## src/design/assert_macros.svh

```systemverilog
// Assertion macros shared by the capsule table RTL.
// Both expect signals named clk and rst in the scope of use.
`ifndef ASSERT_MACROS_SVH
`define ASSERT_MACROS_SVH

// Condition that must hold at every clock edge outside reset.
`define CPT_CHECK(lbl, cond) \
  lbl: assert property (@(posedge clk) disable iff (rst) (cond)) \
    else $error("capsule table check failed");

// Antecedent at one edge implies the consequent at the next edge.
`define CPT_CHECK_NEXT(lbl, ante, cons) \
  lbl: assert property (@(posedge clk) disable iff (rst) (ante) |=> (cons)) \
    else $error("capsule table check failed");

`endif

```

## src/design/cpt_ram.sv

```systemverilog
`timescale 1ns / 1ps
// ----------------------------------------------------------------------------
// cpt_ram
// Generic single write, single read RAM with registered read data.
// ----------------------------------------------------------------------------
module cpt_ram #(
  parameter int WIDTH = 8,
  parameter int DEPTH = 32,
  localparam int AW = (DEPTH > 1) ? $clog2(DEPTH) : 1
) (
  input  logic             clk,
  input  logic             we,
  input  logic [AW-1:0]    waddr,
  input  logic [WIDTH-1:0] wdata,
  input  logic [AW-1:0]    raddr,
  output logic [WIDTH-1:0] rdata
);

  logic [WIDTH-1:0] mem [DEPTH];

  always_ff @(posedge clk) begin
    if (we) begin
      mem[waddr] <= wdata;
    end
    rdata <= mem[raddr];
  end

endmodule

```

## config.mk

```make
export PLATFORM = sky130hd
export DESIGN_NAME = cpt_ram
export DESIGN_NICKNAME = d
export VERILOG_FILES = /design/src/design/assert_macros.svh /design/src/design/cpt_ram.sv
export SDC_FILE = /design/constraint.sdc
export NUM_CORES = 1
export LEC_CHECK = 0
export ABC_AREA = 1
export BUFFER_PORTS_ARGS = -buffer_cell sky130_fd_sc_hd__buf_2
export CORE_MARGIN = 2
export CORE_UTILIZATION = 35
export DETAILED_ROUTE_END_ITERATION = 12
export PLACE_DENSITY = 0.6
export SYNTH_ARGS = -nofsm -noshare
export SYNTH_HDL_FRONTEND = slang
export SYNTH_SLANG_ARGS = --single-unit
```

## constraint.sdc

```tcl
create_clock -name clk -period 2.85 [get_ports clk]
set_input_delay 0.57 -clock clk [delete_from_list [all_inputs] [get_ports clk]]
set_output_delay 0.57 -clock clk [all_outputs]
set_load 0.01 [all_outputs]
```

# Yosys cells after proc, flatten, opt, wreduce, memory -nomap -nowiden
# Memory sizes are Yosys's and may differ from the RTL's. A register that Yosys moved wholly into a read port is not among the register bits.
# Cells that the tools add are included.
# W data, S select, Z words.
op_classes:
  mux: 2
ops:
  columns: ["op", "n"]
  rows:
  - ["$mux W1", 2]
totals:
  regBits: 0
  ram_bits: 256
  in_bits: 20
  elab_cells: 3
  n_memories: 1
memory_table:
  columns: ["name", "depth", "word_bits", "rd", "rd_clocked_by_memory_dff", "write_ports", "line_no", "rtl"]
  rows:
  - ["mem", 32, 8, 1, 1, 1, "cpt_ram.sv:19", "logic [WIDTH-1:0] mem [DEPTH];"]

# Depth between registers and ports, before layout
# Gate-level depths: netlist of the first run.
depth:
  depth_word: 2
  ltp_mapped: 11
  mapped_depth_nobuf: 9

# Worst setup path after synthesis of the first run
# No wires, ideal clock.
synth_timing:
  kind: "input -> register"
  from: "input waddr[0]"
  to: "memory mem[0][0] (enable)"
  setup_ns: 0.370
  arrival_ns: 1.234
  required_ns: 2.480
  slack_ns: 1.246
  cell_stages: 3
  n_path_buf: 0
  cell_sequence: "inv_1 nand3_1 nor2_1"
synth_rtl:
  columns: ["item", "line_no", "rtl"]
  rows:
  - ["start, declared", "cpt_ram.sv:13", "input logic [AW-1:0] waddr,"]
  - ["end, declared", "cpt_ram.sv:19", null]
# Straight into the memory's write port.

==> results of run 1 <==
[worst paths after layout]
kind | start | cells past startpoint | to
min reg2reg | mem[0][7] | 8 | rdata[7]
max reg2reg | mem[9][2] | 8 | rdata[2]
min | raddr[4] | 3 | rdata[1]
max | raddr[0] | 10 | rdata[5]
[report_power, final]
group	switching [µW]	internal (µW)
Sequential	14.9	4320
Combinational	389	137
Clock	1390	1820
[flip-flops by register name (all words and copies together) (netlist names)]
| name | count |
|---|---|
| rdata | 8 |
| mem | 256 |
[kinds of logic after synthesis]
group | count (synthesis) | synth area share [%]
DFF | 264 | 72.8
and+or+nand+nor | 596 | 23.1
buffers and inverters | 62 | 4.14
[metal layers]
layer	share of wire (%)	wire length [µm]	global-route usage, %	up-vias
li1	-	-	-	3278
met1	44	11600	22.7	3315
met2	47	12500	26.3	251
met3	5.8	1530	1.88	50
met4	2.9	773	5.17	0
met5	0	0	0	-
[worst max-delay path, delay by kind of cell]
| kind | cells | cell delay (ns) |
|---|---|---|
| AND/OR/NAND/NOR | 8 | 0.84 |
| buffers and inverters | 2 | 0.64 |
[metrics by stage]
stage | instances | utilization, % | hold slack [ns] | instance area, µm² | total power [µW]
finish | 1382 | 39.9 | 0.393 | 12200 | 8060
global route | 1382 | 39.9 | 0.404 | 12200 | 8320
CTS | 1381 | 39.9 | 0.368 | 12200 | 8140
detailed placement | 1333 | 37.3 | 0.800 | 11400 | 4940
global placement | 1333 | 37.3 | 0.790 | 11400 | 4940
floorplan | 922 | - | 0.669 | 10800 | 4730
[final cells by class]
class                      count  area [µm²]
timing repair buffer          67         488
clock inverter                12        78.8
inverter                      10        40.0
multi-input combinational    596        2490
antenna                        1        2.50
sequential                   264        7850
tap                          396         495
fill                        2901       18300
clock buffer                  36         709
[placed cells by master (no fill, tap or decap)]
master and n:
buf_12 4, buf_2 26, buf_4 37, bufinv_16 1, clkbuf_1 9, clkbuf_16 27, clkinv_1 8, clkinv_2 2
dfxtp_1 8, diode_2 1, edfxtp_1 256, inv_1 8, inv_2 1, inv_4 1, inv_6 1, nand2_1 360
nand3_1 204, nor2_1 32
==> results.py, run 1 <==
metrics = {
    "timing": {
        "final_hold_viol_count": 0,
        "drv_slew": 0,
        "worst_slew_pin_slew_ns": 0.839,
        "relSlewSlack_pct": 44.1,
        "rsz0062_at_grt": "false",
        "max_freq_mhz": 605,
        "setup_viol": 0,
        "postLayoutSetupSlackWorst_ns": 1.20,
        "fin_crit_sh_pct": 58.0,
        "tns_ns": 0,
        "fin_crit_ns": 1.65,
        "skew_ns": 0.00911,
    },
    "detailed_routing": {
        "wl_per_cell_um": 19.0,
        "routed_via_density": 4.99,
        "dr.pass1.iters": 5,
        "vias": 6894,
        "drt_first_iter_violations": 721,
        "ant_nets": 0,
        "drc": 0,
        "wirelength_um": 26300,
    },
    "critical_path": {
        "cp.required_ns": 3.31,
        "cp_data_arrival_time_ns": 2.12,
        "crit_chain": "buf_4 -> buf_12 -> nand2_1 -> nand3_1 -> nand3_1 -> nand2_1 -> nand2_1 -> nand2_1 -> nand2_1 -> nand2_1",
        "cp-start-kind": "input port",
        "critPathSlowestCell": "buf_12",
        "cpMostUsedCell": "nand2_1",
        "critPathMaxFanout": 112,
        "path_class": "input port to flop",
        "cpPeakStageDelay_ns": 0.41,
        "critPathCaptureType": "flop",
        "rrSetupSlack_ns": 1.62,
    },
    "synthesis": {
        "ys_ff_latch": 264,
        "syn_inst": 922,
        "synth_top_cell_by_area": "edfxtp_1",
        "seq_area_frac_synth_pct": 72.8,
        "yosys_warnings": 0,
        "syn_nets": 942,
        "syn_area_um2": 10800,
        "synth.distinct_cells": 12,
        "avgSynthCellArea_um2": 11.7,
        "synth.most_common_cell": "nand2_1",
        "synthTopCellsByArea": "edfxtp_1, nand2_1, nand3_1",
        "synth_edf_count": 256,
        "synth_top_area_share_pct": 71.3,
        "synth_ff_type": "edfxtp_1",
        "synthArstFlopShare_pct": 0,
        "ys_top_cells_by_count": "nand2_1, edfxtp_1, nand3_1",
    },
    "clock_tree": {
        "cts_tree": "yes",
        "cts_buffer_depth": 3,
        "cts_root_buf": "clkbuf_16",
        "cts-resized-gates": 0,
        "hold_buffers": 0,
        "h-tree-depth": 1,
        "cts_setup_buffers": 0,
        "path_clk_slew_ns": 0.06,
        "clk_latency_ns": 0.54,
        "clkSinkCount": 264,
        "numCtsBuffers": 27,
    },
    "global_route": {
        "grtUsageTotal_pct": 16.2,
        "antenna_found_initial": 1,
        "grt_pass1_vias": 6842,
        "grt_overflow_total": 0,
        "grt_pass1_wl_um": 40600,
        "grt_max_degree": 113,
    },
    "die": {
        "die_w_um": 180,
        "coreArea_um2": 30400,
        "start_util_pct": 35.4,
        "die_y_um": 180,
        "die_area_um2": 32200,
        "io_pins": 28,
        "num_rows": 64,
    },
    "status": {
        "outcome": "finished, final reports clean",
    },
    "min_path": {
        "worstHoldPathType": "input port to flop",
    },
    "cells_and_area": {
        "nNetsFinal": 986,
        "area_growth_pct": 12.7,
        "final_layout_size_suffix_gt1_share_pct": 10.2,
    },
    "power": {
        "p_leak_uw": 0.00449,
        "powerDensity_nw_per_um2": 663,
        "peakVddDrop_uv": 512,
    },
    "placement": {
        "pre_cts_ws_ns": 0.697,
        "place_congestion": 0.812,
        "dp_hpwl_um": 15400,
        "port_buffers": 27,
    },
    "job": {
        "max_cap_viol_count": 0,
    },
}
Power figures use the tool's default switching activity.
==> run 2, diff against run 1 <==
Settings changed: PLACE_DENSITY 0.6 to 0.62.
Clock period 2.85 ns to 1.35 ns, I/O delays scaled along.
==> run 2 against run 1 <==
Against the previous run: utilization up 1.4 points; via count up 1.9%; total power up 120%; critical path type is now flop to primary output; flip-flop and latch count unchanged; worst setup slack worse by 1.2 ns; global-route usage down 0.41 points; highest routed layer unchanged; largest cell class unchanged; clock skew up 0.0076 ns; critical path depth down 9; clock power up 140%; combinational power up 120%; hold slack worse by 0.28 ns; clock-buffer cell count down 4.
==> results.py, run 2 (same netlist as run 1, synthesis figures left out) <==
metrics = {
    "clock_tree": {
        "cts_tree": "yes",
        "clkSinkCount": 264,
        "h-tree-depth": 1,
        "cts_root_buf": "clkbuf_16",
        "cts_buffer_depth": 3,
        "cts_setup_buffers": 0,
        "clk_latency_ns": 0.54,
        "path_clk_slew_ns": 0.06,
        "hold_buffers": 0,
        "numCtsBuffers": 28,
    },
    "timing": {
        "fin_crit_ns": 1.33,
        "final_hold_viol_count": 0,
        "skew_ns": 0.0167,
        "max_freq_mhz": 750,
        "setup_viol": 0,
        "fin_crit_sh_pct": 98.8,
        "relSlewSlack_pct": 52.7,
        "worst_slew_pin_slew_ns": 0.709,
        "drv_slew": 0,
        "rsz0062_at_grt": "false",
        "fin_hold_ws_ns": 0.109,
    },
    "detailed_routing": {
        "dr.pass1.iters": 5,
        "ant_nets": 0,
        "wirelength_um": 25900,
        "drc": 0,
        "wl_per_cell_um": 18.3,
        "drt_first_iter_violations": 797,
        "vias": 7022,
        "routed_via_density": 4.98,
    },
    "critical_path": {
        "cp_num_cells": 1,
        "r2r_end": "rdata[3]",
        "cp.required_ns": 1.08,
        "crit_chain": "buf_2",
        "crit_buf_inv": 1,
        "crit_end": "rdata[0]",
        "worstRegToRegCells": 8,
        "cp_top_family": "flip-flops",
        "critPathSlowestCell": "dfxtp_2",
        "cp-start-kind": "flop",
        "path_class": "flop to primary output",
        "cp_data_arrival_time_ns": 1.06,
        "critPathMaxFanout": 1,
        "r2r-start": "mem[9][3]",
        "rrSetupSlack_ns": 0.22,
        "startpoint": "rdata[0]",
        "critPathCaptureType": "primary output",
        "cpPeakStageDelay_ns": 0.38,
    },
    "die": {
        "io_pins": 28,
        "die_w_um": 180,
        "die_y_um": 180,
        "num_rows": 64,
        "start_util_pct": 35.4,
        "die_area_um2": 32200,
        "coreArea_um2": 30400,
    },
    "placement": {
        "dp_hpwl_um": 16100,
        "port_buffers": 27,
        "place_congestion": 0.812,
        "placed_area_um2": 11600,
    },
    "power": {
        "internal-power_uw": 14100,
        "power_frac_clock_pct": 42.7,
        "p_leak_uw": 0.00472,
        "power_frac_comb_pct": 6.4,
        "seq_power_share_pct": 50.9,
        "powerDensity_nw_per_um2": 1430,
        "swShare_pct": 21.7,
        "peakVddDrop_uv": 618,
        "switchingPower_uw": 3910,
    },
    "global_route": {
        "grt_overflow_total": 0,
        "grt_pass1_vias": 6827,
        "antenna_found_initial": 1,
        "grt_max_degree": 53,
        "grt_pass1_wl_um": 40100,
        "grtUsageTotal_pct": 15.8,
    },
    "cells_and_area": {
        "layout_common_cells": "nand2_1, edfxtp_1, nand3_1",
        "area_growth_pct": 16.7,
        "final_layout_size_suffix_gt1_share_pct": 14.0,
        "nNetsFinal": 1014,
        "top_regs": "mem x256, rdata x8",
        "diodes": 0,
        "fin_util_pct": 41.4,
        "largest_register_ffs": 256,
        "mostFrequentLayoutCell": "nand2_1",
        "final_area_um2": 12600,
        "top_register": "mem",
        "n_fill_cell": 2859,
    },
    "min_path": {
        "worstHoldPathType": "input port to flop",
    },
    "status": {
        "outcome": "finished, final reports clean",
    },
    "job": {
        "max_cap_viol_count": 0,
    },
}
[run 2: layer usage]
layer | track usage (%) | up-vias | wire, µm
li1 | - | 3343 | -
met1 | 22.5 | 3430 | 11500
met2 | 25.5 | 208 | 12200
met3 | 2.23 | 41 | 1630
met4 | 3.87 | 0 | 505
met5 | 0 | - | 0
[run 2: power groups by stage]
stage	combinational (µW)	clock (µW)	sequential, µW
6_report	1150	7700	9180
5_1_grt	1280	8140	9190
4_1_cts	1160	7820	9180
3_5_place_dp	1150	0	9350
3_3_place_gp	1150	0	9350
2_1_floorplan	657	0	9320
[run 2: worst min path at each step]
stage                   from         to  slack [ns]  cells past startpoint
CTS                 raddr[4]   rdata[0]        0.08                      3
global placement    raddr[4]   rdata[1]        0.66                      3
finish              raddr[4]   rdata[0]        0.11                      3
floorplan           wdata[0]  mem[0][0]        0.37                      0
detailed placement  raddr[4]   rdata[0]        0.65                      3
global route        raddr[4]   rdata[0]        0.10                      3
[run 2: what timing repair did]
item / 4_1_cts / 5_1_grt
setup endpoints to repair: 8 / 4
resized for setup: 9 / 4
pin swaps: 0 / 0
[run 2: area by class of cell]
type / instances / area [µm²] / share of cell area [%]
Multi-Input combinational cell: 596 / 2490 / 19.8
Inverter: 10 / 38.8 / 0.308
Clock inverter: 17 / 191 / 1.52
Sequential cell: 264 / 7870 / 62.5
Timing Repair Buffer: 94 / 766 / 6.08
Clock buffer: 32 / 737 / 5.85
Tap cell: 396 / 495 / 3.94
[run 2: through the flow]
stage          power [µW]  TNS, ns  worst slack, ns  cells
2_1_floorplan        9980        0           0.0460    922
3_3_place_gp        10500    -2.43           -0.316   1360
3_5_place_dp        10500    -2.45           -0.289   1360
4_1_cts             18200        0          0.00440   1409
5_1_grt             18600        0          0.00459   1409
6_report            18000        0           0.0169   1409
==> run 3, diff against run 2 <==
Settings changed: CORE_ASPECT_RATIO set to 1.4.
==> run 3 against run 2 <==
Against the previous run: first-iteration DRC count decreased by 38%; clock skew decreased by 0.0087 ns; fmax increased by 1.8%; non-clock buffer count decreased by 5; register-to-register slack about the same; sequential share of layout area increased by 0.83 points; die area about the same.
==> results.py, run 3 (same netlist as run 1, synthesis figures left out) <==
metrics = {
    "status": {
        "outcome": "finished, final reports clean",
    },
    "die": {
        "die_w_um": 152,
        "die_area_um2": 32300,
        "io_pins": 28,
        "die_y_um": 212,
        "coreArea_um2": 30500,
        "start_util_pct": 35.3,
        "num_rows": 76,
    },
    "job": {
        "max_cap_viol_count": 0,
    },
    "global_route": {
        "grt_overflow_total": 0,
        "grtUsageTotal_pct": 15.3,
        "grt_max_degree": 58,
        "grt_pass1_vias": 6718,
        "antenna_found_initial": 0,
        "grt_pass1_wl_um": 38000,
    },
    "critical_path": {
        "cp_top_family": "flip-flops",
        "r2r_end": "rdata[3]",
        "cp-start-kind": "flop",
        "crit_end": "rdata[1]",
        "worstRegToRegCells": 8,
        "critPathMaxFanout": 1,
        "cp_num_cells": 1,
        "critPathCaptureType": "primary output",
        "startpoint": "rdata[1]",
        "cpPeakStageDelay_ns": 0.37,
        "r2r-start": "mem[21][3]",
        "crit_chain": "buf_2",
        "crit_buf_inv": 1,
        "cp_data_arrival_time_ns": 1.04,
        "path_class": "flop to primary output",
        "critPathSlowestCell": "dfxtp_2",
        "cp.required_ns": 1.08,
        "rrSetupSlack_ns": 0.21,
    },
    "clock_tree": {
        "clk_latency_ns": 0.53,
        "cts_root_buf": "clkbuf_16",
        "path_clk_slew_ns": 0.06,
        "numCtsBuffers": 24,
        "cts_buffer_depth": 3,
        "clkSinkCount": 264,
        "cts_tree": "yes",
        "h-tree-depth": 1,
        "cts_setup_buffers": 0,
    },
    "cells_and_area": {
        "n_fill_cell": 2870,
        "ff_latch_area_um2": 7850,
        "fin_cells": 1393,
        "multi_input_area_um2": 2490,
        "layout_common_cells": "nand2_1, edfxtp_1, nand3_1",
        "nNetsFinal": 1005,
        "top_register": "mem",
        "mostFrequentLayoutCell": "nand2_1",
        "diodes": 0,
        "largest_register_ffs": 256,
        "area_growth_pct": 15.0,
        "final_area_um2": 12400,
        "final_layout_size_suffix_gt1_share_pct": 13.1,
        "top_regs": "mem x256, rdata x8",
    },
    "power": {
        "peakVddDrop_uv": 795,
        "p_leak_uw": 0.00463,
        "powerDensity_nw_per_um2": 1370,
    },
    "placement": {
        "dp_hpwl_um": 15600,
        "place_congestion": 0.816,
        "dp_cells": 1349,
        "placed_area_um2": 11600,
        "port_buffers": 27,
    },
    "timing": {
        "worst_slew_pin_slew_ns": 0.714,
        "rsz0062_at_grt": "false",
        "relSlewSlack_pct": 52.4,
        "max_freq_mhz": 764,
        "fin_crit_sh_pct": 97.0,
        "final_hold_viol_count": 0,
        "drv_slew": 0,
        "skew_ns": 0.00801,
        "fin_crit_ns": 1.31,
        "setup_viol": 0,
    },
    "detailed_routing": {
        "routed_via_density": 4.89,
        "wl_per_cell_um": 17.8,
        "drc": 0,
        "ant_nets": 0,
        "dr.pass1.iters": 6,
        "vias": 6810,
        "wirelength_um": 24700,
        "drt_first_iter_violations": 493,
    },
    "min_path": {
        "worstHoldPathType": "input port to flop",
    },
}
==> run 3: power by group <==
part           leakage [µW]  switching (µW)  internal, µW
Clock              0.000383            2850          3810
Combinational       0.00188             784           357
Sequential          0.00237            47.8          9110
Total               0.00463            3680         13300
==> run 3: what timing repair did <==
| action | in CTS | in global routing |
|---|---|---|
| hold buffers | 0 | 0 |
| gates resized for setup | 4 | 0 |
| setup endpoints to repair | 3 | 0 |
| hold endpoints to repair | 0 | 0 |
==> run 3: routing by layer <==
layer	vias up	global-route usage [%]	share of wire (%)
met5	-	0	0
met4	0	6.77	3.8
met3	48	1.43	4.1
met2	164	28.2	52
met1	3280	18.1	40
li1	3318	-	-
==> run 3: how the worst min path moves through the flow <==
stage                         from        end  slack, ns  depth (start not counted)
final                     raddr[4]   rdata[3]       0.12                          3
after global routing      raddr[4]   rdata[3]       0.12                          3
after CTS                 raddr[4]   rdata[3]        0.1                          3
after detailed placement  raddr[4]   rdata[3]       0.66                          3
after global placement    raddr[4]   rdata[4]       0.66                          3
after floorplan           wdata[0]  mem[0][0]       0.37                          0
==> run 3: layout make-up <==
class / count / share of cell area, %
clock buffers: 36 / 5.70
clock inverters: 8 / 0.545
inverters: 10 / 0.313
multi-input cells: 596 / 20.1
flip-flops and latches: 264 / 63.3
well taps: 390 / 3.94
repair buffers: 89 / 6.07
==> run 3: per-stage QoR <==
step / total power (µW) / util, % / TNS, ns / hold WS [ns] / setup WS (ns)
floorplan: 9980 / - / 0 / 0.369 / 0.0460
global placement: 10500 / 38.1 / -1.27 / 0.663 / -0.223
detailed placement: 10500 / 38.1 / -1.32 / 0.657 / -0.212
CTS: 17100 / 40.6 / 0 / 0.0975 / 0.00178
global route: 17500 / 40.6 / 0 / 0.123 / 0.00777
finish: 17000 / 40.6 / 0 / 0.119 / 0.0410
